File: config.mk
export PLATFORM = sky130hd
export DESIGN_NAME = bfd_fifo
export DESIGN_NICKNAME = d
export VERILOG_FILES = /design/src/sv/bfd_fifo.sv
export SDC_FILE = /design/constraint.sdc
export NUM_CORES = 1
export LEC_CHECK = 0
export BUFFER_PORTS_ARGS = -buffer_cell sky130_fd_sc_hd__clkbuf_2
export CAP_MARGIN = 20
export CELL_PAD_IN_SITES_DETAIL_PLACEMENT = 0
export CELL_PAD_IN_SITES_GLOBAL_PLACEMENT = 1
export CORE_ASPECT_RATIO = 1.75
export CORE_MARGIN = 4
export CORE_UTILIZATION = 33
export DETAILED_ROUTE_END_ITERATION = 10
export PLACE_DENSITY_LB_ADDON = 0.15
export SYNTH_ARGS = -nofsm -noshare
export SYNTH_HDL_FRONTEND = slang
export SYNTH_SLANG_ARGS = --single-unit
File: constraint.sdc
create_clock -name clk -period 3.9 [get_ports clk]
set_clock_uncertainty 0.1 [all_clocks]
set_input_delay 0.39 -clock clk [delete_from_list [all_inputs] [get_ports clk]]
set_output_delay 0.39 -clock clk [all_outputs]
set_load 0.1 [all_outputs]
File: src/sv/bfd_fifo.sv
// Four-entry queue between the front and back ends.
// Does not import bfd_pkg; width is a parameter.
`default_nettype none

module bfd_fifo #(
  parameter int W = 64
) (
  input  wire          clk,
  input  wire          rst_n,
  input  wire          push,
  input  wire  [W-1:0] push_data,
  input  wire          pop,
  output logic [W-1:0] head,
  output logic         empty,
  output logic         full
);
  localparam int DEPTH = 4;
  localparam int PW    = $clog2(DEPTH);

  logic [W-1:0]  slot_r [DEPTH];
  logic [PW-1:0] wr_ptr_r, rd_ptr_r;
  logic [PW:0]   count_r;

  assign empty = (count_r == '0);
  assign full  = (count_r == (PW+1)'(DEPTH));
  assign head  = slot_r[rd_ptr_r];

  // Store on push
  always_ff @(posedge clk) begin
    if (push) begin
      slot_r[wr_ptr_r] <= push_data;
    end
  end

  // Move pointers and fill count
  always_ff @(posedge clk) begin
    if (!rst_n) begin
      wr_ptr_r <= '0;
      rd_ptr_r <= '0;
      count_r  <= '0;
    end else begin
      if (push) begin
        wr_ptr_r <= wr_ptr_r + PW'(1);
      end
      if (pop) begin
        rd_ptr_r <= rd_ptr_r + PW'(1);
      end
      if (push && !pop) begin
        count_r <= count_r + (PW+1)'(1);
      end else if (pop && !push) begin
        count_r <= count_r - (PW+1)'(1);
      end
    end
  end

endmodule

`default_nettype wire

==> flow_summary.json <==
{
  "finalCriticalPeriod_ns": 3.076,
  "cp.arrival_ns": 2.59,
  "synthCells": 377,
  "critPathTopFamily": "buffers and inverters",
  "synthTopCellsByCount": "256 x edfxtp_1, 60 x mux4_2, 9 x and2_1, 9 x dfxtp_1",
  "rows": 83,
  "grt_pass1_vias": 5218,
  "die_h_um": 235.5,
  "syn2layout_area_growth_pct": 25.54,
  "synth_area_leaders": "edfxtp_1 79%, mux4_2 14%, dfxtp_1 1.8%, buf_12 1.2%, mux4_1 1.1%",
  "hold_viol": 0,
  "dpl.hpwl_um": 11520,
  "die_x_um": 138.0,
  "wl_met2_um": 11230,
  "grt_pass1_wl_um": 30330,
  "relSlewSlack_pct": 28.89,
  "critPathCaptureType": "primary output",
  "cts_setup_buffers": 0,
  "r2r-end": "slot_r[0][16]$_DFFE_PP_",
  "p_sw_share_pct": 30.21,
  "antenna_found_initial": 1,
  "whs_path_depth": 1,
  "maxCapViolations": 0,
  "power.density_nw_per_um2": 572.1,
  "cts_tree": "yes",
  "drc": 0,
  "synth_largest_area_cell": "edfxtp_1",
  "synth_top_family_by_area": "multiplexers",
  "cp_cell_sequence": "buf_4, mux4_1, clkbuf_2",
  "fin_util_pct": 41.82,
  "fillers": 2663,
  "synth_compound_area_share_pct": 0.1283,
  "cts.sink_count": 265,
  "detail-route-antenna-nets": 0,
  "setup-violations-final": 0,
  "status": "finished, final reports clean",
  "peakVddDrop_v": 0.0004015,
  "p_leak_nw": 4.160,
  "antenna_cells": 0,
  "yosysMostFrequentCell": "edfxtp_1",
  "highest_layer": "met5",
  "clockBufferDepth": 3,
  "ctsHoldBuffers": 63,
  "path_max_fanout": 22,
  "cts_made_buffers": 25,
  "cp_num_buf_inv": 2,
  "yosys.area_share.simple_pct": 0.9363,
  "holdPathEnd": "slot_r[2][3]$_DFFE_PP_",
  "die_area_um2": 32490,
  "ys.flop_type": "edfxtp_1",
  "cts_resized": 0,
  "overflow": 0,
  "synth_xor_area_share_pct": 0.4489,
  "synth_seq_area_share_pct": 80.65,
  "yosys_warnings": 0,
  "hp-start": "push_data[3]",
  "nNetsFinal": 666,
  "rsz0062_at_grt": "false",
  "htreeDepth": 1,
  "grt_max_degree": 65,
  "start_util_pct": 33.31,
  "slowest_delay_ns": 0.65,
  "pwr-share-clk_pct": 32.9,
  "ios": 134,
  "synth_edf_count": 256,
  "first_pass_iters": 4,
  "drive_gt1_share_pct": 39.51,
  "viasPerCell": 4.583,
  "port_buffers": 133,
  "p_int_mw": 4.890,
  "r2r-start": "wr_ptr_r[0]$_SDFFE_PN0P_",
  "ys_ff_latch": 265,
  "switchingPower_mw": 2.117,
  "rr_worst_depth": 3,
  "core_um2": 29290,
  "gp_congestion": 0.6641,
  "worst_pin_slew_ns": 1.067,
  "first_iter_violations": 233,
  "critical_path_required_ns": 3.41,
  "async_reset_ff_share_pct": 0,
  "clk_pin_slew_ns": 0.06,
  "synth_top_area_share_pct": 78.80,
  "path_class": "reg2out",
  "pwr-share-seq_pct": 47.6,
  "fmax_ghz": 0.3250,
  "syn_avg_cell_area_um2": 25.88,
  "detail_route.wl_per_cell_um": 19.96,
  "fin_crit_sh_pct": 78.88,
  "wl_met3_um": 871,
  "synth_fp_nets": 451,
  "power_frac_comb_pct": 19.6,
  "fin_setup_tns_ns": 0,
  "cts_root_buffer": "clkbuf_16",
  "synth_adder_area_share_pct": 0.8465,
  "startpoint_type": "flop",
  "met1_length_um": 7232,
  "min_path_type": "in2reg",
  "cp_slowest_cell": "dfxtp_4",
  "worstSkewPairLatency_ns": 0.52,
  "num_vias": 4546,
  "yosys.cell_types.count": 22,
  "synth_area_um2": 9756,
  "wl_um": 19800,
  "grt_usage_pct": 12.44,
  "r2r_slack_ns": 1.92,
  "synthMuxAreaShare_pct": 15.13,
  "finalMaxSlewViolations": 0
}
-- final cells by class --
cell class / count / area [um^2] / share of cell area (%)
inverters: 4 / 15.01 / 0.1226
clock inverters: 17 / 138.9 / 1.134
repair buffers: 202 / 1386 / 11.32
clock buffers: 28 / 636.9 / 5.200
well taps: 382 / 478.0 / 3.903
flip-flops and latches: 265 / 7875 / 64.30
multi-input cells: 94 / 1717 / 14.02
-- sequential cells by signal, indices dropped and copies added (netlist names), named ones only --
| register | count |
|---|---|
| rd_ptr_r | 2 |
| wr_ptr_r | 2 |
| count_r | 3 |
| slot_r | 256 |
-- worst max path at each step --
stage | end | depth (start not counted)
CTS | head[3] | 3
finish | head[50] | 3
global route | head[50] | 3
detailed placement | head[3] | 3
floorplan | full | 1
global placement | head[50] | 3
-- cells by family (layout without fill, tap and decap cells) --
logic type	Yosys count	in the layout
adders and majority gates	6	6
buffers and inverters	18	251
muxes	66	66
AOI/OAI and AO/OA	2	2
xor gates and xnor gates	5	5
DFF	265	265
and+or+nand+nor	15	15
-- placed cells by master (no fill, tap or decap) --
cell           instances
and2_1                 5
nor2b_1                2
fa_1                   1
bufinv_16              2
xnor2_1                2
clkbuf_2             133
edfxtp_1             256
and2_4                 4
buf_12                 2
nor3b_1                1
clkinvlp_4             3
buf_4                  3
xor2_1                 3
dfxtp_1                7
clkinv_2               5
inv_6                  1
dfxtp_4                2
ha_1                   5
nand2_1                1
dlygate4sd3_1         63
inv_1                  4
mux2i_1                2
buf_16                 1
nor3_1                 1
a21boi_0               1
mux4_2                60
o21ai_0                1
clkbuf_16             25
clkinv_1               6
or3_1                  1
clkbuf_1               3
mux4_1                 4
-- metrics by stage --
stage          cell area, um^2  std cells  setup WS [ns]  hold WS (ns)  power [mW]
2_1_floorplan             9756        377         0.8572        0.3724       4.493
4_1_cts                  12200        990         0.6816      0.004462       7.126
6_report                 12250        992         0.8235       0.02643       7.006
3_3_place_gp             10790        882          1.254        0.3875       4.717
5_1_grt                  12250        992         0.5886      0.009820       7.287
3_5_place_dp             10790        882          1.249        0.4395       4.739
-- layer usage --
metal	track usage (%)	up-vias
li1	-	2044
met4	3.926	2
met5	0	-
met1	14.12	2379
met2	23.24	92
met3	2.117	29
-- power groups by stage --
stage          clock network (mW)  logic [mW]  registers, mW
6_report                     2.30        1.37           3.33
3_5_place_dp                    0        1.34           3.40
5_1_grt                      2.51        1.43           3.35
3_3_place_gp                    0        1.33           3.39
4_1_cts                      2.39        1.39           3.34
2_1_floorplan                   0        1.13           3.36
(Power assumes the default switching activity.)
