### config.mk
export PLATFORM = sky130hd
export DESIGN_NAME = bfd_cfg
export DESIGN_NICKNAME = d
export VERILOG_FILES = /design/src/sv/bfd_pkg.sv /design/src/sv/bfd_cfg.sv
export SDC_FILE = /design/constraint.sdc
export NUM_CORES = 1
export LEC_CHECK = 0
export ABC_CLOCK_PERIOD_IN_PS = 8720
export BUFFER_PORTS_ARGS = -buffer_cell sky130_fd_sc_hd__buf_2
export CAP_MARGIN = 5
export CORE_UTILIZATION = 43
export DETAILED_ROUTE_END_ITERATION = 10
export GPL_TIMING_DRIVEN = 0
export SYNTH_ARGS = -nofsm -noshare
export SYNTH_HDL_FRONTEND = slang
export SYNTH_SLANG_ARGS = --single-unit
### constraint.sdc
create_clock -name clk -period 8.72 [get_ports clk]
set_input_delay 1.744 -clock clk [delete_from_list [all_inputs] [get_ports clk]]
set_output_delay 1.744 -clock clk [all_outputs]
set_load 0.03 [all_outputs]
### src/sv/bfd_pkg.sv
// Shared types, widths and constant tables for the box filter downscaler.
// No dependencies; every other file but bfd_fifo imports this package.
`default_nettype none

package bfd_pkg;

  // Fixed field widths
  localparam int PIX_W      = 8;
  localparam int SUM_W      = 14;
  localparam int CFG_W      = 11;
  localparam int DIVREG_W   = 4;
  localparam int CFG_IDX_W  = 2;
  localparam int MAX_HEIGHT = 1024;
  localparam int HT_W       = 11;
  localparam int DIDX_W     = 5;

  // Reciprocals: ceil(2^16 / d) for sizes, ceil(2^22 / d^2) for the block area
  localparam int RCP1_SHIFT = 16;
  localparam int RCP1_W     = 17;
  localparam int RCP2_SHIFT = 22;
  localparam int RCP2_W     = 23;
  localparam int PROD_W     = SUM_W + RCP2_W;

  // Reset values of the registers
  localparam logic [DIVREG_W-1:0] DIVISOR_RST = 4'd1;
  localparam logic [CFG_W-1:0]    SIZE_RST    = 11'd1024;

  typedef enum logic [CFG_IDX_W-1:0] {
    REG_DIVISOR    = 2'd0,
    REG_SRC_WIDTH  = 2'd1,
    REG_SRC_HEIGHT = 2'd2
  } cfg_reg_t;

  typedef struct packed {
    logic [SUM_W-1:0] blue;
    logic [SUM_W-1:0] green;
    logic [SUM_W-1:0] red;
  } rgb_sum_t;

  // Flags carried with each closed row segment of a block
  typedef struct packed {
    logic ok;    // column index lies inside the accumulator store
    logic acc;   // add the stored column sum
    logic emit;  // bottom row of the block: give a pixel
    logic last;  // last output pixel of the frame
  } op_ctl_t;

  function automatic logic [RCP1_W-1:0] rcp_div(input logic [DIDX_W-1:0] d);
    logic [RCP1_W-1:0] r;
    case (d)
      5'd2:    r = 17'd32768;
      5'd3:    r = 17'd21846;
      5'd4:    r = 17'd16384;
      5'd5:    r = 17'd13108;
      5'd6:    r = 17'd10923;
      5'd7:    r = 17'd9363;
      5'd8:    r = 17'd8192;
      5'd9:    r = 17'd7282;
      5'd10:   r = 17'd6554;
      5'd11:   r = 17'd5958;
      5'd12:   r = 17'd5462;
      5'd13:   r = 17'd5042;
      5'd14:   r = 17'd4682;
      5'd15:   r = 17'd4370;
      5'd16:   r = 17'd4096;
      default: r = 17'd65536;
    endcase
    return r;
  endfunction

  function automatic logic [RCP2_W-1:0] rcp_area(input logic [DIDX_W-1:0] d);
    logic [RCP2_W-1:0] r;
    case (d)
      5'd2:    r = 23'd1048576;
      5'd3:    r = 23'd466034;
      5'd4:    r = 23'd262144;
      5'd5:    r = 23'd167773;
      5'd6:    r = 23'd116509;
      5'd7:    r = 23'd85599;
      5'd8:    r = 23'd65536;
      5'd9:    r = 23'd51782;
      5'd10:   r = 23'd41944;
      5'd11:   r = 23'd34664;
      5'd12:   r = 23'd29128;
      5'd13:   r = 23'd24819;
      5'd14:   r = 23'd21400;
      5'd15:   r = 23'd18642;
      5'd16:   r = 23'd16384;
      default: r = 23'd4194304;
    endcase
    return r;
  endfunction

  // Take the quotient from the scaled product and clip to the pixel range
  function automatic logic [PIX_W-1:0] sat_avg(input logic [PROD_W-1:0] prod);
    logic [PROD_W-RCP2_SHIFT-1:0] q;
    q = prod[PROD_W-1:RCP2_SHIFT];
    if (q > (PROD_W-RCP2_SHIFT)'(255)) begin
      return 8'hFF;
    end
    return q[PIX_W-1:0];
  endfunction

endpackage

`default_nettype wire

### src/sv/bfd_cfg.sv
// Configuration registers and the block geometry derived from them.
// Depends on bfd_pkg (register codes, reciprocal table).
`default_nettype none

module bfd_cfg #(
  parameter int MAX_WIDTH   = 1024,
  parameter int MAX_DIVISOR = 8
) (
  input  wire                             clk,
  input  wire                             rst_n,
  input  wire                             cfg_we,
  input  wire  [bfd_pkg::CFG_IDX_W-1:0]   cfg_index,
  input  wire  [bfd_pkg::CFG_W-1:0]       cfg_data,
  output logic [$clog2(MAX_DIVISOR+1)-1:0] d,
  output logic [$clog2(MAX_WIDTH+1)-1:0]  w,
  output logic [bfd_pkg::HT_W-1:0]        h,
  output logic [$clog2(MAX_WIDTH+1)-1:0]  ow,
  output logic [bfd_pkg::HT_W-1:0]        oh,
  output logic [$clog2(MAX_WIDTH+1)-1:0]  owd,
  output logic [bfd_pkg::HT_W-1:0]        ohd,
  output logic [$clog2(MAX_WIDTH+1)-1:0]  owm1,
  output logic [bfd_pkg::HT_W-1:0]        ohdm1,
  output logic                            ready
);
  import bfd_pkg::*;

  localparam int CW = $clog2(MAX_WIDTH + 1);
  localparam int DW = $clog2(MAX_DIVISOR + 1);

  logic [DIVREG_W-1:0] div_r;
  logic [CFG_W-1:0]    wid_r, hgt_r;
  logic [1:0]          settle_r;
  logic [DW-1:0]       d_cl, d_r;
  logic [CW-1:0]       w_cl, w_r, ow_r, owd_r, owm1_r;
  logic [HT_W-1:0]     h_cl, h_r, oh_r, ohd_r, ohdm1_r;
  logic [CW+RCP1_W-1:0]   ow_prod;
  logic [HT_W+RCP1_W-1:0] oh_prod;
  logic [CW+DW-1:0]       owd_prod;
  logic [HT_W+DW-1:0]     ohd_prod;

  // Take register writes
  always_ff @(posedge clk) begin
    if (!rst_n) begin
      div_r    <= DIVISOR_RST;
      wid_r    <= SIZE_RST;
      hgt_r    <= SIZE_RST;
      settle_r <= 2'd3;
    end else if (cfg_we) begin
      case (cfg_reg_t'(cfg_index))
        REG_DIVISOR:    div_r <= cfg_data[DIVREG_W-1:0];
        REG_SRC_WIDTH:  wid_r <= cfg_data;
        REG_SRC_HEIGHT: hgt_r <= cfg_data;
        default: ;
      endcase
      settle_r <= 2'd3;
    end else if (settle_r != 2'd0) begin
      settle_r <= settle_r - 2'd1;
    end
  end

  // Clamp zero to one and large values to the supported bound
  always_comb begin
    if (div_r == '0) begin
      d_cl = DW'(1);
    end else if (int'(div_r) > MAX_DIVISOR) begin
      d_cl = DW'(MAX_DIVISOR);
    end else begin
      d_cl = DW'(div_r);
    end
    if (wid_r == '0) begin
      w_cl = CW'(1);
    end else if (int'(wid_r) > MAX_WIDTH) begin
      w_cl = CW'(MAX_WIDTH);
    end else begin
      w_cl = CW'(wid_r);
    end
    if (hgt_r == '0) begin
      h_cl = HT_W'(1);
    end else if (int'(hgt_r) > MAX_HEIGHT) begin
      h_cl = HT_W'(MAX_HEIGHT);
    end else begin
      h_cl = hgt_r;
    end
  end

  assign ow_prod  = {{RCP1_W{1'b0}}, w_r} * {{CW{1'b0}}, rcp_div(DIDX_W'(d_r))};
  assign oh_prod  = {{RCP1_W{1'b0}}, h_r} * {{HT_W{1'b0}}, rcp_div(DIDX_W'(d_r))};
  assign owd_prod = {{DW{1'b0}}, ow_r} * {{CW{1'b0}}, d_r};
  assign ohd_prod = {{DW{1'b0}}, oh_r} * {{HT_W{1'b0}}, d_r};

  // Derive output size and whole-block extent over three register stages
  always_ff @(posedge clk) begin
    d_r     <= d_cl;
    w_r     <= w_cl;
    h_r     <= h_cl;
    ow_r    <= CW'(ow_prod >> RCP1_SHIFT);
    oh_r    <= HT_W'(oh_prod >> RCP1_SHIFT);
    owd_r   <= CW'(owd_prod);
    ohd_r   <= HT_W'(ohd_prod);
    owm1_r  <= ow_r - CW'(1);
    ohdm1_r <= HT_W'(ohd_prod) - HT_W'(1);
  end

  assign d     = d_r;
  assign w     = w_r;
  assign h     = h_r;
  assign ow    = ow_r;
  assign oh    = oh_r;
  assign owd   = owd_r;
  assign ohd   = ohd_r;
  assign owm1  = owm1_r;
  assign ohdm1 = ohdm1_r;
  assign ready = (settle_r == 2'd0);

endmodule

`default_nettype wire

==> flow_metrics.tcl, run 1 <==
set metrics [dict create \
    powerDensity_mw_per_mm2 93.6 \
    cp.arrival_ps 8460 \
    instances_no_fill 2589 \
    gr-total-overflow 0 \
    syn_inst 1931 \
    drive_above_1_share 0.0739 \
    grt_usage 0.230 \
    ios 109 \
    via_per_inst 5.10 \
    seq_area_frac_synth 0.141 \
    cp_max_fo 10 \
    first_pass_iters 5 \
    hold_viol 0 \
    vias 13200 \
    peakVddDrop_v 0.000158 \
    path_class "flip-flop to flip-flop" \
    diodes 0 \
    syn_area_mm2 0.0170 \
    setup_viol 0 \
    leakage_nw 9.66 \
    cts_tree "yes" \
    cp-start-kind "flip-flop" \
    hpwl_um 36800 \
    grt_pass1_wl_um 72300 \
    required_ps 9040 \
    cts_resized 0 \
    yosys_warnings 0 \
    path_clk_slew_ps 60 \
    wl_per_cell_um 17.1 \
    finClkSkew_ps 9.32 \
    final_area_mm2 0.0189 \
    ctsRootBufferMaster "clkbuf_16" \
    finalPower_mw 1.76 \
    p_sw_uw 578 \
    cts_setup_buffers 0 \
    placedCellCount 2557 \
    cts_sinks 120 \
    antenna_left 0 \
    grt_pass1_vias 13900 \
    die_x_um 201 \
    timing.fmax_ghz 0.123 \
    max_cap_violations 0 \
    synth_nets 2391 \
    ys_async_sr_fraction 0 \
    place_congestion 0.873 \
    dieArea_mm2 0.0404 \
    end_kind "flip-flop" \
    p_int_mw 1.19 \
    cts-buffers-inserted 17 \
    fin_nets 2518 \
    synth.area.top_cells "fa_1, dfxtp_1, ha_1" \
    yosysTopAreaCellShare 0.345 \
    cts_buffer_depth 2 \
    insertion_delay_ps 450 \
    die_h_um 201 \
    grt_antenna_before_repair 0 \
    drt-total-wl_um 44300 \
    h-tree-depth 4 \
    status "complete, no violations" \
    slew_headroom 0.0874 \
    placed_cell_area_mm2 0.0182 \
    rsz0062_at_grt "no" \
    power_frac_seq 0.355 \
    synth_cell_types 57 \
    utilization 0.485 \
    drtIter0Drc 644 \
    io_buffers 108 \
    min_period_over_period 0.933 \
    fin_setup_tns_ps 0 \
    num-fill-cells 3802 \
    syn2layout_area_growth_pct 10.6 \
    yosysTopAreaCell "fa_1" \
    power_frac_comb 0.223 \
    placeableCoreArea_mm2 0.0388 \
    ys.flop_type "dfxtp_1" \
    synth_seq_cells 120 \
    slew_violations 0 \
    power.share.clock 0.422 \
    p_sw_frac 0.328 \
    grt_start_max_net_pins 17 \
    drcViolationCount 0 \
    rows 72 \
    synth_edf_count 0 \
    cts_hold_buf 0 \
    syn_avg_cell_area_um2 8.82 \
    min_period_ps 8140 \
    start_util 0.439 \
    tightest_slew_ps 1360 \
    hold_class "flip-flop to flip-flop" \
]
[through the flow]
stage	hold slack [ps]	setup slack, ps
final	437	582
after global placement	425	719
after CTS	438	668
after detailed placement	430	689
after global routing	469	348
after floorplan	410	2480
[final timing paths]
check | from | end | slack, ps | cells past startpoint
worst max-delay path | d[2] | oh[10] | 580 | 20
worst min-delay path | hgt_r[10] | h[9] | 440 | 1
worst max register to register | d[2] | oh[10] | 580 | 20
worst min register to register | hgt_r[10] | h[9] | 440 | 1
[layout by cell type, fill, tap and decap left out, types with 16 or more instances in the layout]
master	instances
a21o_1	23
a21oi_1	40
and2_1	197
buf_2	108
clkbuf_1	82
clkbuf_16	17
dfxtp_1	120
fa_1	294
ha_1	150
inv_1	357
mux2i_1	17
nand2_1	309
nor2_1	44
nor2b_1	43
nor3_1	16
o21ai_0	27
xnor2_1	41
xor2_1	25
[power by group through the flow]
stage          Sequential (mW)  Clock [mW]  Combinational, mW
2_1_floorplan            0.729           0              0.177
3_5_place_dp             0.639           0              0.394
6_report                 0.626       0.745              0.393
5_1_grt                  0.632       0.783              0.429
4_1_cts                  0.627       0.759              0.396
3_3_place_gp             0.637           0              0.391
[layout make-up]
cell class	instances	area [µm²]	area share
well taps	518	648	0.0344
clock inverters	14	185	0.00982
plain buffers	92	364	0.0193
clock buffers	18	439	0.0233
multi-input cells	1362	12900	0.686
flip-flops and latches	120	2400	0.127
repair buffers	108	541	0.0287
inverters	357	1340	0.0711
[registers in the layout, indices dropped and copies added, names as in the netlist]
signal / count
d: 4
hgt_r: 11
ohdm1: 11
oh: 11
h: 11
owm1: 11
owd: 11
w: 11
ow: 11
ohd: 11
div_r: 4
settle_r: 2
wid_r: 11
[metal layers]
layer | global-route usage | vias up | routed length, µm
met3 | 0.0495 | 61 | 2880
met2 | 0.384 | 401 | 21100
met5 | 0 | - | 0
met4 | 0.0687 | 0 | 945
li1 | - | 6145 | -
met1 | 0.298 | 6590 | 19400
[Yosys cell counts, types with 4 or more instances]
master and number:
inv_1 357, nand2_1 309, a21boi_0 10, nor3_1 16, clkbuf_1 82, a211oi_1 7, and2_1 197, dfxtp_1 120
nand3b_1 4, nand4_1 7, fa_1 294, buf_1 7, nor4_1 7, nand2b_1 7, o21ai_0 27, or3_1 4
o211ai_1 6, a21o_1 23, a31oi_1 9, mux2i_1 17, nor2_1 44, a21oi_1 40, nor2b_1 43, nand3_1 11
xor2_1 25, ha_1 150, o21a_1 6, and3_1 11, xnor2_1 41
[cells by family after synthesis]
logic type      count (synthesis)  synth area share
compound gates                160            0.0632
flops                         120             0.141
buf+inv                       449             0.100
xor+xnor                       66            0.0339
simple gates                  674             0.196
fa+ha+maj                     444             0.456
mux                            18            0.0106
[worst max-delay path: stages (launching register included)]
cell and delay (ps):
dfxtp_1 400, clkbuf_1 450, clkbuf_1 510, clkbuf_1 510
nor2_1 260, nor2_1 450, clkbuf_1 620, and2_1 250
fa_1 440, fa_1 520, fa_1 440, fa_1 490
inv_1 50, fa_1 470, inv_1 50, ha_1 280
and2_1 200, a41oi_1 680, a311oi_1 260, nor4_1 510
xnor2_1 130
Note: power is estimated with default switching activity, not from simulation.
==> run 2: changes to the inputs <==
Settings changed: ABC_CLOCK_PERIOD_IN_PS 8720 to 8220.
Clock period 8.72 ns to 8.22 ns, I/O delays scaled along.
==> flow_metrics.tcl, run 2 (same netlist as run 1, synthesis figures left out) <==
set metrics [dict create \
    status "complete, no violations" \
    drt-total-wl_um 44400 \
    min_period_ps 7960 \
    max_cap_violations 0 \
    placed_cell_area_mm2 0.0182 \
    insertion_delay_ps 450 \
    syn2layout_area_growth_pct 10.7 \
    path_clk_slew_ps 60 \
    peakVddDrop_v 0.000168 \
    cp_max_fo 10 \
    powerDensity_mw_per_mm2 99.3 \
    end_kind "flip-flop" \
    required_ps 8540 \
    hold_class "flip-flop to flip-flop" \
    grt_usage 0.230 \
    grt_start_max_net_pins 17 \
    rows 72 \
    vias 13200 \
    h-tree-depth 4 \
    slew_violations 0 \
    timing.fmax_ghz 0.126 \
    place_congestion 0.873 \
    grt_antenna_before_repair 0 \
    multiInputGateArea_mm2 0.0129 \
    cts-buffers-inserted 17 \
    hpwl_um 36800 \
    setup_viol 0 \
    ff_latch_area_mm2 0.00240 \
    num-fill-cells 3802 \
    grt_pass1_vias 13900 \
    cp-start-kind "flip-flop" \
    antenna_left 0 \
    gr-total-overflow 0 \
    wl_per_cell_um 17.1 \
    min_period_over_period 0.968 \
    grt_pass1_wl_um 72300 \
    diodes 0 \
    slew_headroom 0.124 \
    fin_setup_tns_ps 0 \
    cts_sinks 120 \
    via_per_inst 5.11 \
    ios 109 \
    final_area_mm2 0.0189 \
    final_cell_mix "inv_1, nand2_1, fa_1" \
    cts_buffer_depth 2 \
    die_h_um 201 \
    cts_tree "yes" \
    drtIter0Drc 644 \
    dieArea_mm2 0.0404 \
    tightest_slew_ps 1300 \
    drcViolationCount 0 \
    cts_setup_buffers 0 \
    first_pass_iters 5 \
    ctsRootBufferMaster "clkbuf_16" \
    finClkSkew_ps 10.1 \
    start_util 0.439 \
    io_buffers 108 \
    path_class "flip-flop to flip-flop" \
    layout_commonest_cell "inv_1" \
    placeableCoreArea_mm2 0.0388 \
    die_x_um 201 \
    leakage_nw 9.67 \
    rsz0062_at_grt "no" \
    cp.arrival_ps 8270 \
    hold_viol 0 \
    drive_above_1_share 0.0753 \
    fin_nets 2518 \
]
[run 2: power breakdown]
group          internal (mW)  switching (mW)
Combinational          0.130           0.287
Clock                  0.491           0.299
Sequential             0.637          0.0275
[run 2: worst paths after layout]
| path | start | to | slack (ps) | depth (start not counted) |
|---|---|---|---|---|
| worst min register to register | hgt_r[10] | h[9] | 440 | 1 |
| worst max register to register | d[0] | oh[10] | 260 | 21 |
| worst min-delay path | hgt_r[10] | h[9] | 440 | 1 |
| worst max-delay path | d[0] | oh[10] | 260 | 21 |
[run 2: cell type report]
| class | instances | share of cell area |
|---|---|---|
| Multi-Input combinational cell | 1362 | 0.686 |
| Clock inverter | 14 | 0.00982 |
| Tap cell | 518 | 0.0344 |
| Inverter | 357 | 0.0711 |
| Timing Repair Buffer | 108 | 0.0287 |
| Clock buffer | 18 | 0.0233 |
| Sequential cell | 120 | 0.127 |
| Buffer | 92 | 0.0195 |
[run 2: worst max-delay path, cell delays in order, from the launching register on]
cell      delay, ps
dfxtp_1         450
clkbuf_1        290
inv_1           310
ha_1            370
inv_1           160
o21ai_0         600
clkbuf_1        670
nand2_1         180
fa_1            480
fa_1            600
inv_1            80
fa_1            500
fa_1            500
inv_1            50
fa_1            470
inv_1            40
ha_1            290
and3_1          230
a41oi_1         660
a311oi_1        260
nor4_1          510
xnor2_1         130
[run 2: metal layers]
metal  track usage  routed length [µm]  up-vias
li1              -                   -     6143
met1         0.298               19300     6600
met2         0.384               21100      423
met3        0.0495                3050       61
met4        0.0687                 943        0
met5             0                   0        -
[run 2: metrics by stage]
| step | setup WS, ps | power, mW | instances | utilization | hold slack, ps |
|---|---|---|---|---|---|
| after floorplan | 1980 | 0.961 | 1931 | - | 410 |
| after global routing | 35.6 | 1.96 | 2589 | 0.486 | 469 |
| final | 264 | 1.87 | 2589 | 0.486 | 435 |
| after detailed placement | 189 | 1.10 | 2557 | 0.469 | 430 |
| after CTS | 168 | 1.89 | 2589 | 0.485 | 438 |
| after global placement | 219 | 1.09 | 2557 | 0.469 | 425 |
[run 2: what timing repair did]
action / 4_1_cts / 5_1_grt
resized for setup: 0 / 6
setup endpoints to repair: 0 / 4
hold buffers: 0 / 0
