**src/sv/bfd_pkg.sv**
```systemverilog
// Shared types, widths and constant tables for the box filter downscaler.
// No dependencies; every other file but bfd_fifo imports this package.
`default_nettype none

package bfd_pkg;

  // Fixed field widths
  localparam int PIX_W      = 8;
  localparam int SUM_W      = 14;
  localparam int CFG_W      = 11;
  localparam int DIVREG_W   = 4;
  localparam int CFG_IDX_W  = 2;
  localparam int MAX_HEIGHT = 1024;
  localparam int HT_W       = 11;
  localparam int DIDX_W     = 5;

  // Reciprocals: ceil(2^16 / d) for sizes, ceil(2^22 / d^2) for the block area
  localparam int RCP1_SHIFT = 16;
  localparam int RCP1_W     = 17;
  localparam int RCP2_SHIFT = 22;
  localparam int RCP2_W     = 23;
  localparam int PROD_W     = SUM_W + RCP2_W;

  // Reset values of the registers
  localparam logic [DIVREG_W-1:0] DIVISOR_RST = 4'd1;
  localparam logic [CFG_W-1:0]    SIZE_RST    = 11'd1024;

  typedef enum logic [CFG_IDX_W-1:0] {
    REG_DIVISOR    = 2'd0,
    REG_SRC_WIDTH  = 2'd1,
    REG_SRC_HEIGHT = 2'd2
  } cfg_reg_t;

  typedef struct packed {
    logic [SUM_W-1:0] blue;
    logic [SUM_W-1:0] green;
    logic [SUM_W-1:0] red;
  } rgb_sum_t;

  // Flags carried with each closed row segment of a block
  typedef struct packed {
    logic ok;    // column index lies inside the accumulator store
    logic acc;   // add the stored column sum
    logic emit;  // bottom row of the block: give a pixel
    logic last;  // last output pixel of the frame
  } op_ctl_t;

  function automatic logic [RCP1_W-1:0] rcp_div(input logic [DIDX_W-1:0] d);
    logic [RCP1_W-1:0] r;
    case (d)
      5'd2:    r = 17'd32768;
      5'd3:    r = 17'd21846;
      5'd4:    r = 17'd16384;
      5'd5:    r = 17'd13108;
      5'd6:    r = 17'd10923;
      5'd7:    r = 17'd9363;
      5'd8:    r = 17'd8192;
      5'd9:    r = 17'd7282;
      5'd10:   r = 17'd6554;
      5'd11:   r = 17'd5958;
      5'd12:   r = 17'd5462;
      5'd13:   r = 17'd5042;
      5'd14:   r = 17'd4682;
      5'd15:   r = 17'd4370;
      5'd16:   r = 17'd4096;
      default: r = 17'd65536;
    endcase
    return r;
  endfunction

  function automatic logic [RCP2_W-1:0] rcp_area(input logic [DIDX_W-1:0] d);
    logic [RCP2_W-1:0] r;
    case (d)
      5'd2:    r = 23'd1048576;
      5'd3:    r = 23'd466034;
      5'd4:    r = 23'd262144;
      5'd5:    r = 23'd167773;
      5'd6:    r = 23'd116509;
      5'd7:    r = 23'd85599;
      5'd8:    r = 23'd65536;
      5'd9:    r = 23'd51782;
      5'd10:   r = 23'd41944;
      5'd11:   r = 23'd34664;
      5'd12:   r = 23'd29128;
      5'd13:   r = 23'd24819;
      5'd14:   r = 23'd21400;
      5'd15:   r = 23'd18642;
      5'd16:   r = 23'd16384;
      default: r = 23'd4194304;
    endcase
    return r;
  endfunction

  // Take the quotient from the scaled product and clip to the pixel range
  function automatic logic [PIX_W-1:0] sat_avg(input logic [PROD_W-1:0] prod);
    logic [PROD_W-RCP2_SHIFT-1:0] q;
    q = prod[PROD_W-1:RCP2_SHIFT];
    if (q > (PROD_W-RCP2_SHIFT)'(255)) begin
      return 8'hFF;
    end
    return q[PIX_W-1:0];
  endfunction

endpackage

`default_nettype wire

```
**src/sv/bfd_front.sv**
```systemverilog
// Front end: takes source pixels, tracks raster and block position and
// sums each block's row segment. Depends on bfd_pkg.
`default_nettype none

module bfd_front #(
  parameter int MAX_WIDTH   = 1024,
  parameter int MAX_DIVISOR = 8
) (
  input  wire                              clk,
  input  wire                              rst_n,
  input  wire                              in_tvalid,
  output logic                             in_tready,
  input  wire  [3*bfd_pkg::PIX_W-1:0]      in_tdata,
  input  wire                              in_tuser,
  input  wire  [$clog2(MAX_DIVISOR+1)-1:0] d,
  input  wire  [$clog2(MAX_WIDTH+1)-1:0]   w,
  input  wire  [bfd_pkg::HT_W-1:0]         h,
  input  wire  [$clog2(MAX_WIDTH+1)-1:0]   ow,
  input  wire  [bfd_pkg::HT_W-1:0]         oh,
  input  wire  [$clog2(MAX_WIDTH+1)-1:0]   owd,
  input  wire  [bfd_pkg::HT_W-1:0]         ohd,
  input  wire  [$clog2(MAX_WIDTH+1)-1:0]   owm1,
  input  wire  [bfd_pkg::HT_W-1:0]         ohdm1,
  input  wire                              cfg_ready,
  input  wire                              q_full,
  output logic                             push,
  output bfd_pkg::rgb_sum_t                push_sum,
  output bfd_pkg::op_ctl_t                 push_ctl,
  output logic [$clog2(MAX_WIDTH)-1:0]     push_addr
);
  import bfd_pkg::*;

  localparam int CW = $clog2(MAX_WIDTH + 1);
  localparam int DW = $clog2(MAX_DIVISOR + 1);
  localparam int AW = $clog2(MAX_WIDTH);

  logic [CW-1:0]   col_r, col_nxt, oc_r, oc_nxt, col_e, oc_e, col_inc;
  logic [HT_W-1:0] row_r, row_nxt, row_e, row_inc;
  logic [DW-1:0]   px_r, px_nxt, py_r, py_nxt, px_e, py_e;
  rgb_sum_t        rps_r, rps_nxt, rps_e, base, psum;
  logic            accept, in_rows, active, close, row_end;

  assign in_tready = cfg_ready && !q_full;
  assign accept    = in_tvalid && in_tready;

  // Frame start restarts the position
  assign col_e = in_tuser ? '0 : col_r;
  assign row_e = in_tuser ? '0 : row_r;
  assign px_e  = in_tuser ? '0 : px_r;
  assign py_e  = in_tuser ? '0 : py_r;
  assign oc_e  = in_tuser ? '0 : oc_r;
  assign rps_e = in_tuser ? '0 : rps_r;

  // Classify the pixel against the whole-block area
  assign in_rows = (oh != '0) && (row_e < ohd);
  assign active  = in_rows && (ow != '0) && (col_e < owd);
  assign close   = active && (px_e >= d - DW'(1));
  assign col_inc = col_e + CW'(1);
  assign row_inc = row_e + HT_W'(1);
  assign row_end = (col_inc >= w);

  // Add the pixel to the row segment
  assign base       = (px_e != '0) ? rps_e : '0;
  assign psum.red   = base.red   + SUM_W'(in_tdata[PIX_W-1:0]);
  assign psum.green = base.green + SUM_W'(in_tdata[2*PIX_W-1:PIX_W]);
  assign psum.blue  = base.blue  + SUM_W'(in_tdata[3*PIX_W-1:2*PIX_W]);

  // Hand a closed segment to the back end
  assign push          = accept && close;
  assign push_sum      = psum;
  assign push_ctl.ok   = (oc_e < CW'(MAX_WIDTH));
  assign push_ctl.acc  = (py_e != '0);
  assign push_ctl.emit = (py_e >= d - DW'(1));
  assign push_ctl.last = (oc_e >= owm1) && (row_e >= ohdm1);
  assign push_addr     = oc_e[AW-1:0];

  // Advance the position counters
  always_comb begin
    col_nxt = col_r;
    row_nxt = row_r;
    px_nxt  = px_r;
    py_nxt  = py_r;
    oc_nxt  = oc_r;
    rps_nxt = rps_r;
    if (accept) begin
      col_nxt = col_inc;
      row_nxt = row_e;
      px_nxt  = px_e;
      py_nxt  = py_e;
      oc_nxt  = oc_e;
      rps_nxt = rps_e;
      if (active) begin
        rps_nxt = psum;
        if (close) begin
          oc_nxt  = oc_e + CW'(1);
          px_nxt  = '0;
          rps_nxt = '0;
        end else begin
          px_nxt = px_e + DW'(1);
        end
      end
      if (row_end) begin
        col_nxt = '0;
        oc_nxt  = '0;
        px_nxt  = '0;
        rps_nxt = '0;
        if (in_rows) begin
          py_nxt = (py_e >= d - DW'(1)) ? '0 : py_e + DW'(1);
        end
        row_nxt = row_inc;
        if (row_inc >= h) begin
          row_nxt = '0;
          py_nxt  = '0;
        end
      end
    end
  end

  always_ff @(posedge clk) begin
    if (!rst_n) begin
      col_r <= '0;
      row_r <= '0;
      px_r  <= '0;
      py_r  <= '0;
      oc_r  <= '0;
      rps_r <= '0;
    end else begin
      col_r <= col_nxt;
      row_r <= row_nxt;
      px_r  <= px_nxt;
      py_r  <= py_nxt;
      oc_r  <= oc_nxt;
      rps_r <= rps_nxt;
    end
  end

endmodule

`default_nettype wire

```
**config.mk**
```make
export PLATFORM = sky130hd
export DESIGN_NAME = bfd_front
export DESIGN_NICKNAME = d
export VERILOG_FILES = /design/src/sv/bfd_pkg.sv /design/src/sv/bfd_front.sv
export SDC_FILE = /design/constraint.sdc
export NUM_CORES = 1
export LEC_CHECK = 0
export ABC_AREA = 1
export BUFFER_PORTS_ARGS = -buffer_cell sky130_fd_sc_hd__buf_2
export CORE_UTILIZATION = 33
export CTS_CLUSTER_SIZE = 24
export DETAILED_ROUTE_END_ITERATION = 10
export PLACE_DENSITY = 0.54
export SYNTH_ARGS = -nofsm -noshare
export SYNTH_HDL_FRONTEND = slang
export SYNTH_SLANG_ARGS = --single-unit
```
**constraint.sdc**
```tcl
create_clock -name clk -period 7.9 [get_ports clk]
set_input_delay 0.79 -clock clk [delete_from_list [all_inputs] [get_ports clk]]
set_output_delay 0.79 -clock clk [all_outputs]
set_load 0.03 [all_outputs]
```
==> out/metrics.yaml, run 1 <==
outcome:
  status: "complete, but fails checks"
  violations: "design-rule violations"
synth:
  synth.distinct_cells: 46
  syn-num-nets: 1694
  synth_cells: 1471
  syn_avg_cell_area_sq_um: 6.022
  ys_dominant_reg_cell: "dfxtp_1"
  ys_async_sr_fraction_pct: 0
  ys_ff_latch: 83
  synth_warnings: 0
  synth_area_sq_um: 8858
  synth_edf_count: 0
  ys_seq_area_share_pct: 18.76
place:
  port_buffers: 179
  globalplace.congestion: 0.8753
  place_worst_setup_slack_ns: 2.325
  place_hpwl_um: 19720
clock_tree:
  ctsHoldBuffers: 0
  clk_latency_ns: 0.35
  htreeDepth: 3
  cts_sinks: 83
  cts_made_buffers: 9
  cts_root_buffer: "clkbuf_16"
  clk_pin_slew_ns: 0.06
  cts_resized: 0
  postCtsSetupBuffers: 0
  cts_tree: "built"
  clockBufferDepth: 2
layout:
  area_growth_pct: 15.96
  mostFrequentLayoutCells: "nand2_1 (386), inv_1 (243), buf_2 (179), a21oi_1 (131), nand3_1 (121)"
  final_layout_size_suffix_gt1_share_pct: 14.73
  fillers: 2965
  antennaDiodeCount: 0
  layout_commonest_cell: "nand2_1"
  fin_util_pct: 39.20
  final_nets: 1834
timing:
  rsz0062_at_grt: "no"
  relSlewSlack_pct: 33.95
  setup-tns-final_ns: 0
  finalSetupViolCount: 0
  hold_viol: 0
  worst_pin_slew_ns: 0.9908
  maxSlewViolCount: 0
  fin_crit_ns: 5.600
  min_period_over_period_pct: 70.89
  worst_clock_skew_ns: 0.009983
  final.setup.worst_slack_ns: 2.300
  clock.fmax_ghz: 0.1786
hold_path:
  hp-start: "rps_r[6]"
  hold_class: "reg2reg"
pwr:
  sequentialPowerShare_pct: 38.5
  ir_worst_vdd_uv: 100.4
  swShare_pct: 29.53
  power.density_nw_per_um2: 108.2
  combPwrFrac_pct: 18.9
  p_clk_share_pct: 42.7
  p_sw_mw: 0.3281
  report.power.total_mw: 1.111
  p_int_mw: 0.7830
  p_leak_nw: 5.539
detailed_routing:
  first_iter_violations: 667
  viasPerCell: 4.897
  first_pass_iters: 10
  vias: 9554
  wirelength_um: 26900
  drc: 12
  wl_per_cell_um: 13.79
  antenna_left: 0
floorplan:
  start_util_pct: 33.80
  core_sq_um: 26210
  io_pins: 180
  rows: 59
  die_h_um: 165.8
  dieArea_sq_um: 27500
  die_w_um: 165.8
job:
  maxCapViolations: 0
global_route:
  gr-total-overflow: 0
  grt_pass1_vias: 9421
  grt_use_total_pct: 20.17
  grt_pass1_wl_um: 45640
  antenna_found_initial: 0
  grt_max_degree: 84
worst_setup_path:
  crit_path_end_kind: "output port"
  worst_r2r_startpoint: "col_r[0]"
  criticalPathCategory: "in2out"
  crit_fanout: 49
  r2r_cells: 18
  rrSetupSlack_ns: 3.96
  start_kind: "input pin"
  critPathRequiredTime_ns: 7.11
  r2r_end: "oc_r[7]"
  critical_path.startpoint: "in_tuser"
  cpMostUsedCell: "nand2_1"
  crit_end: "push_sum[10]"
  cp_cell_sequence: "buf_2, inv_6, nand2_1, ha_1, nand2_1, nor2_2, buf_4, nor3_1, ha_1, fa_1, nand3_1, nand2_1, nand3_1, nand2_1, nand2_1, or2_2, nand2_1, inv_1, buf_2"
  slowest_stage: "nor2_2"
  worst_ep_arrival_time_ns: 4.81
  max_stage_delay_ns: 0.73
-- kinds of logic after synthesis --
group | after synthesis | synth area share, %
buf+inv | 312 | 14.28
fa+ha+maj | 101 | 14.52
simple gates | 699 | 33.93
flops | 83 | 18.76
compound gates | 229 | 13.87
xor+xnor | 47 | 4.647
-- power groups by stage --
stage          clock network, mW  registers, mW  logic [mW]
6_report                   0.474          0.427       0.210
5_1_grt                    0.502          0.428       0.237
4_1_cts                    0.490          0.427       0.211
3_5_place_dp                   0          0.437       0.210
3_3_place_gp                   0          0.437       0.209
2_1_floorplan                  0          0.436       0.136
-- how the worst min path moves through the flow --
stage	endpoint	slack (ns)	depth (start not counted)
after global routing	rps_r[25]	0.48	2
final	rps_r[6]	0.46	2
after detailed placement	rps_r[37]	0.46	2
after global placement	rps_r[16]	0.45	2
after CTS	rps_r[37]	0.47	2
after floorplan	col_r[10]	0.45	2
-- metal layers --
metal  GRT usage (%)  vias up  wire length, um
met5               0        -                0
met4           6.745        0              624
met3           2.550       33             1267
met2           34.34      256            12120
met1           26.27     4272            12890
li1                -     4993                -
-- critical path, delay by kind of cell --
kind | cells | cell delay, ns
buf+inv | 5 | 1.22
simple gates | 11 | 1.84
fa+ha+maj | 3 | 0.90
-- area by class of cell --
type                            instances  area (sq um)  area share [%]
Clock buffer                           11         242.7           2.363
Timing Repair Buffer                  189         970.9           9.452
Sequential cell                        83          1662           16.18
Multi-Input combinational cell       1076          5942           57.84
Inverter                              252         950.9           9.257
Tap cell                              335         419.2           4.080
Clock inverter                          5         85.08          0.8283
-- Yosys cell counts (16+ instances only) --
library cell,n,area (sq um)
o21ai_1,27,135.1
a21oi_1,131,655.6
o21ai_0,38,190.2
nand3_1,121,605.6
nor3_1,36,180.2
nand4_1,23,143.9
buf_2,16,80.08
nand2_1,387,1453
dfxtp_1,83,1662
xor2_1,42,367.9
nor2_1,102,382.9
clkbuf_1,31,116.4
inv_1,244,915.9
ha_1,98,1226
-- stage by stage --
step           area (sq um)  std cells  hold WS, ns
4_1_cts               10270       1951       0.4657
5_1_grt               10270       1951       0.4782
3_5_place_dp           9945       1935       0.4558
2_1_floorplan          8859       1471       0.4453
3_3_place_gp           9945       1935       0.4518
6_report              10270       1951       0.4635
-- flip-flops by register name (all words and copies together), names as in the netlist --
name   count
rps_r     42
py_r       4
px_r       4
oc_r      11
col_r     11
row_r     11
(Power assumes the default switching activity.)
==> run 2: changes to the inputs <==
--- a/config.mk
+++ b/config.mk
@@ -10,7 +10,7 @@
 export CORE_UTILIZATION = 33
 export CTS_CLUSTER_SIZE = 24
 export DETAILED_ROUTE_END_ITERATION = 10
-export PLACE_DENSITY = 0.54
+export PLACE_DENSITY = 0.55
 export SYNTH_ARGS = -nofsm -noshare
 export SYNTH_HDL_FRONTEND = slang
 export SYNTH_SLANG_ARGS = --single-unit
==> constraint.sdc (replaced) <==
create_clock -name clk -period 4.7 [get_ports clk]
set_input_delay 0.47 -clock clk [delete_from_list [all_inputs] [get_ports clk]]
set_output_delay 0.47 -clock clk [all_outputs]
set_load 0.03 [all_outputs]
==> out/metrics.yaml, run 2 (synthesized netlist as in run 1, its figures left out) <==
outcome:
  violations: "design-rule violations"
  status: "complete, but fails checks"
place:
  port_buffers: 179
  globalplace.congestion: 0.8480
  dpl-instance-area_sq_um: 9980
  place_worst_setup_slack_ns: 0.4492
  place_hpwl_um: 19940
floorplan:
  rows: 59
  die_w_um: 165.8
  core_sq_um: 26210
  start_util_pct: 33.80
  die_h_um: 165.8
  dieArea_sq_um: 27500
  io_pins: 180
layout:
  final_layout_size_suffix_gt1_share_pct: 14.95
  area_growth_pct: 16.47
  final_nets: 1837
  antennaDiodeCount: 0
  layout_commonest_cell: "nand2_1"
  multi_input_comb_area_sq_um: 5942
  fillers: 2892
  mostFrequentLayoutCells: "nand2_1 (386), inv_1 (243), buf_2 (179), a21oi_1 (131), nand3_1 (121)"
  stdcell_area_sq_um: 10320
  largest_reg_flops: 42
  seq_area_sq_um: 1662
  top_register: "rps_r"
detailed_routing:
  vias: 9578
  wl_per_cell_um: 13.76
  antenna_left: 0
  first_iter_violations: 575
  first_pass_iters: 9
  wirelength_um: 26900
  viasPerCell: 4.902
  drc: 14
clock_tree:
  postCtsSetupBuffers: 0
  cts_resized: 0
  cts_tree: "built"
  ctsHoldBuffers: 0
  cts_sinks: 83
  cts_made_buffers: 9
  clk_pin_slew_ns: 0.07
  clockBufferDepth: 2
  cts_root_buffer: "clkbuf_16"
  clk_latency_ns: 0.35
  htreeDepth: 3
worst_setup_path:
  critPathRequiredTime_ns: 4.23
  rrSetupSlack_ns: 0.95
  r2r_cells: 18
  critical_path.startpoint: "in_tuser"
  worst_r2r_startpoint: "col_r[1]"
  crit_fanout: 20
  worst_ep_arrival_time_ns: 3.74
  r2r_end: "rps_r[40]"
  criticalPathCategory: "in2out"
  start_kind: "input pin"
  crit_path_end_kind: "output port"
  crit_end: "push_sum[27]"
timing:
  setup-tns-final_ns: 0
  final.setup.worst_slack_ns: 0.4908
  relSlewSlack_pct: 33.69
  worst_clock_skew_ns: 0.007118
  maxSlewViolCount: 0
  finalSetupViolCount: 0
  hold_viol: 0
  fin_crit_ns: 4.209
  clock.fmax_ghz: 0.2376
  rsz0062_at_grt: "no"
  min_period_over_period_pct: 89.56
  worst_pin_slew_ns: 0.9911
global_route:
  gr-total-overflow: 0
  antenna_found_initial: 0
  grt_max_degree: 57
  grt_pass1_vias: 9212
  grt_pass1_wl_um: 44810
  grt_use_total_pct: 19.82
pwr:
  p_leak_nw: 5.565
  ir_worst_vdd_uv: 131.4
  power.density_nw_per_um2: 183.6
  report.power.total_mw: 1.894
job:
  maxCapViolations: 0
hold_path:
  hold_class: "reg2reg"
## run 2: where the power goes
group | total, mW | leakage, nW | switching [mW] | internal [mW]
combinational | 0.354 | 4.73 | 0.233 | 0.121
sequential | 0.718 | 0.670 | 0.00538 | 0.713
clock | 0.822 | 0.162 | 0.325 | 0.497
total | 1.89 | 5.56 | 0.563 | 1.33
## run 2: layer usage
metal	up-vias	track usage (%)	routed length [um]
li1	5005	-	-
met1	4323	26.08	12900
met2	220	33.70	12350
met3	30	2.645	1214
met4	0	5.729	438
met5	-	0	0
## run 2: critical path, stage by stage
cell and delay [ns]:
buf_2 0.21, inv_6 0.12, nand2_1 0.15, ha_1 0.21, nand2_1 0.07, nor2_2 0.57, buf_4 0.31, nor3_1 0.06
ha_1 0.36, a21oi_1 0.16, nand2_1 0.12, nand2_1 0.08, nand3_1 0.13, nand2_1 0.13, nand2_1 0.14, nand2_1 0.09
o21ai_1 0.06, nand2_1 0.08, inv_1 0.04, buf_2 0.16
## run 2: cell type report
cell class | instances | area share (%)
Clock buffer | 11 | 2.450
Clock inverter | 5 | 0.8246
Inverter | 252 | 9.217
Multi-Input combinational cell | 1076 | 57.59
Sequential cell | 83 | 16.10
Tap cell | 335 | 4.063
Timing Repair Buffer | 192 | 9.750
## run 2: through the flow
stage | hold slack [ns] | util [%] | cells
final | 0.4643 | 39.37 | 1954
after floorplan | 0.4453 | - | 1471
after global routing | 0.4800 | 39.37 | 1954
after global placement | 0.4515 | 38.08 | 1938
after detailed placement | 0.4551 | 38.08 | 1938
after CTS | 0.4657 | 39.37 | 1954
## run 2: worst min path at each step
stage,startpoint,end,cells past startpoint
final,rps_r[3],rps_r[3],2
after global routing,oc_r[9],oc_r[9],2
after CTS,rps_r[20],rps_r[20],2
after detailed placement,rps_r[20],rps_r[20],2
after global placement,rps_r[37],rps_r[37],2
after floorplan,col_r[10],col_r[10],2
==> run 3: changes to the inputs <==
--- a/config.mk
+++ b/config.mk
@@ -5,12 +5,12 @@
 export SDC_FILE = /design/constraint.sdc
 export NUM_CORES = 1
 export LEC_CHECK = 0
-export ABC_AREA = 1
 export BUFFER_PORTS_ARGS = -buffer_cell sky130_fd_sc_hd__buf_2
 export CORE_UTILIZATION = 33
 export CTS_CLUSTER_SIZE = 24
 export DETAILED_ROUTE_END_ITERATION = 10
-export PLACE_DENSITY = 0.55
+export PLACE_DENSITY = 0.57
+export REMOVE_ABC_BUFFERS = 1
 export SYNTH_ARGS = -nofsm -noshare
 export SYNTH_HDL_FRONTEND = slang
 export SYNTH_SLANG_ARGS = --single-unit
==> out/metrics.yaml, run 3 <==
synth:
  synth.distinct_cells: 67
  ys_async_sr_fraction_pct: 0
  synth_top_area_share_pct: 22.17
  synth_edf_count: 0
  synth_warnings: 0
  ys_dominant_reg_cell: "dfxtp_1"
  ys_ff_latch: 83
  synth_common_cells: "ha_1 (98), inv_1 (85), dfxtp_1 (83)"
  synth_top_cell_by_area: "dfxtp_1"
  synth_area_sq_um: 7495
  ys_seq_area_share_pct: 22.17
  syn_avg_cell_area_sq_um: 7.856
  ys_top_cells_by_area: "dfxtp_1 (22%), ha_1 (16%), a22o_1 (4.4%)"
  synthMostInstantiatedCell: "ha_1"
  synth_cells: 954
hold_path:
  hold_class: "reg2reg"
  hp-start: "col_r[10]"
layout:
  top_register: "rps_r"
  mostFrequentLayoutCells: "buf_2 (179), ha_1 (98), inv_1 (85), dfxtp_1 (83), nor2_1 (68)"
  area_growth_pct: 21.17
  layout_commonest_cell: "buf_2"
  stdcell_area_sq_um: 9081
  final_nets: 1351
  seq_area_sq_um: 1662
  multi_input_comb_area_sq_um: 5378
  fillers: 2317
  largest_reg_flops: 42
  antennaDiodeCount: 0
  final_layout_size_suffix_gt1_share_pct: 20.32
  final_cells: 1412
place:
  placed_cells: 1397
  globalplace.congestion: 0.8102
  port_buffers: 179
  place_hpwl_um: 16690
  dpl-instance-area_sq_um: 8776
pwr:
  ir_worst_vdd_uv: 167.1
  report.power.total_mw: 1.756
  p_leak_nw: 4.360
  power.density_nw_per_um2: 193.4
floorplan:
  dieArea_sq_um: 23320
  start_util_pct: 34.03
  die_w_um: 152.7
  die_h_um: 152.7
  core_sq_um: 22030
  io_pins: 180
  rows: 54
timing:
  whs_ns: 0.4644
  worst_pin_slew_ns: 0.8267
  worst_clock_skew_ns: 0.009650
  maxSlewViolCount: 0
  relSlewSlack_pct: 44.89
  min_period_over_period_pct: 92.03
  clock.fmax_ghz: 0.2312
  fin_crit_ns: 4.325
  finalSetupViolCount: 0
  rsz0062_at_grt: "no"
  hold_viol: 0
clock_tree:
  clockBufferDepth: 2
  cts_root_buffer: "clkbuf_16"
  htreeDepth: 3
  postCtsSetupBuffers: 0
  clk_pin_slew_ns: 0.06
  ctsHoldBuffers: 0
  clk_latency_ns: 0.35
  cts_tree: "built"
  cts_sinks: 83
  cts_made_buffers: 9
  cts_resized: 0
worst_setup_path:
  worst_ep_arrival_time_ns: 3.86
  start_kind: "flop"
  criticalPathCategory: "reg2out"
  critical_path.startpoint: "px_r[0]"
  r2r_end: "rps_r[39]"
  crit_end: "push_sum[10]"
  critPathRequiredTime_ns: 4.23
  crit_fanout: 27
  worst_r2r_startpoint: "col_r[1]"
  crit_path_end_kind: "output port"
  r2r_cells: 16
  rrSetupSlack_ns: 0.56
outcome:
  status: "complete, but fails checks"
  violations: "design-rule violations"
detailed_routing:
  drc: 13
  vias: 7388
  first_iter_violations: 359
  viasPerCell: 5.232
  first_pass_iters: 7
  antenna_left: 0
  wl_per_cell_um: 15.10
  wirelength_um: 21320
global_route:
  grt_max_degree: 42
  grt_pass1_vias: 6978
  gr-total-overflow: 0
  grt_use_total_pct: 18.35
  grt_pass1_wl_um: 34590
  antenna_found_initial: 0
job:
  maxCapViolations: 0
run 3: report_power, final:
group          internal [mW]  switching [mW]
logic                  0.132           0.192
clock network          0.388           0.312
registers              0.722         0.00923
run 3: per-layer routing:
layer,GRT usage [%],routed length [um],vias up
met1,23.80,10230,3397
li1,-,-,3800
met2,31.04,9760,175
met4,4.906,248,0
met3,3.385,1084,16
met5,0,0,-
run 3: per-stage QoR:
step	setup TNS, ns	util, %	worst slack, ns
finish	0	41.23	0.3745
global route	0	41.23	0.02737
CTS	0	41.14	0.2434
detailed placement	0	39.84	0.2209
global placement	0	39.84	0.2176
floorplan	-23.73	-	-0.6250
run 3: how the worst min path moves through the flow:
stage          slack (ns)  cells after the start        end
2_1_floorplan        0.43                      1   rps_r[0]
3_3_place_gp         0.45                      1  rps_r[32]
3_5_place_dp         0.45                      1   rps_r[1]
4_1_cts              0.47                      1  rps_r[17]
5_1_grt              0.48                      1   rps_r[1]
6_report             0.46                      2  col_r[10]
run 3: cell families (layout without fill, tap and decap cells):
kind of cell,after synthesis,after routing,synth area share [%]
simple gates,368,368,26.24
compound gates,229,229,22.17
buf+inv,123,301,6.394
fa+ha+maj,101,101,17.16
flops,83,83,22.17
xor+xnor,49,49,5.726
mux,1,1,0.1336
run 3: critical path, cell delays in order, from the launching register on:
cell and delay [ns]:
dfxtp_1 0.31, nor2b_1 0.15, inv_1 0.11, ha_1 0.15, nor3b_1 0.26, nor2_2 0.13
buf_6 0.20, and2_1 0.17, ha_1 0.21, fa_1 0.41, a21oi_1 0.24, o211ai_1 0.17
o41ai_1 0.28, buf_4 0.20, nand3b_1 0.11, xor2_1 0.15, nor2_1 0.07, buf_2 0.19
run 3: final cells by class:
type	count	area share, %
sequential	83	18.30
timing repair buffer	200	11.92
clock buffer	11	2.783
inverter	86	3.555
clock inverter	4	0.3720
multi-input combinational	748	59.22
tap	280	3.858
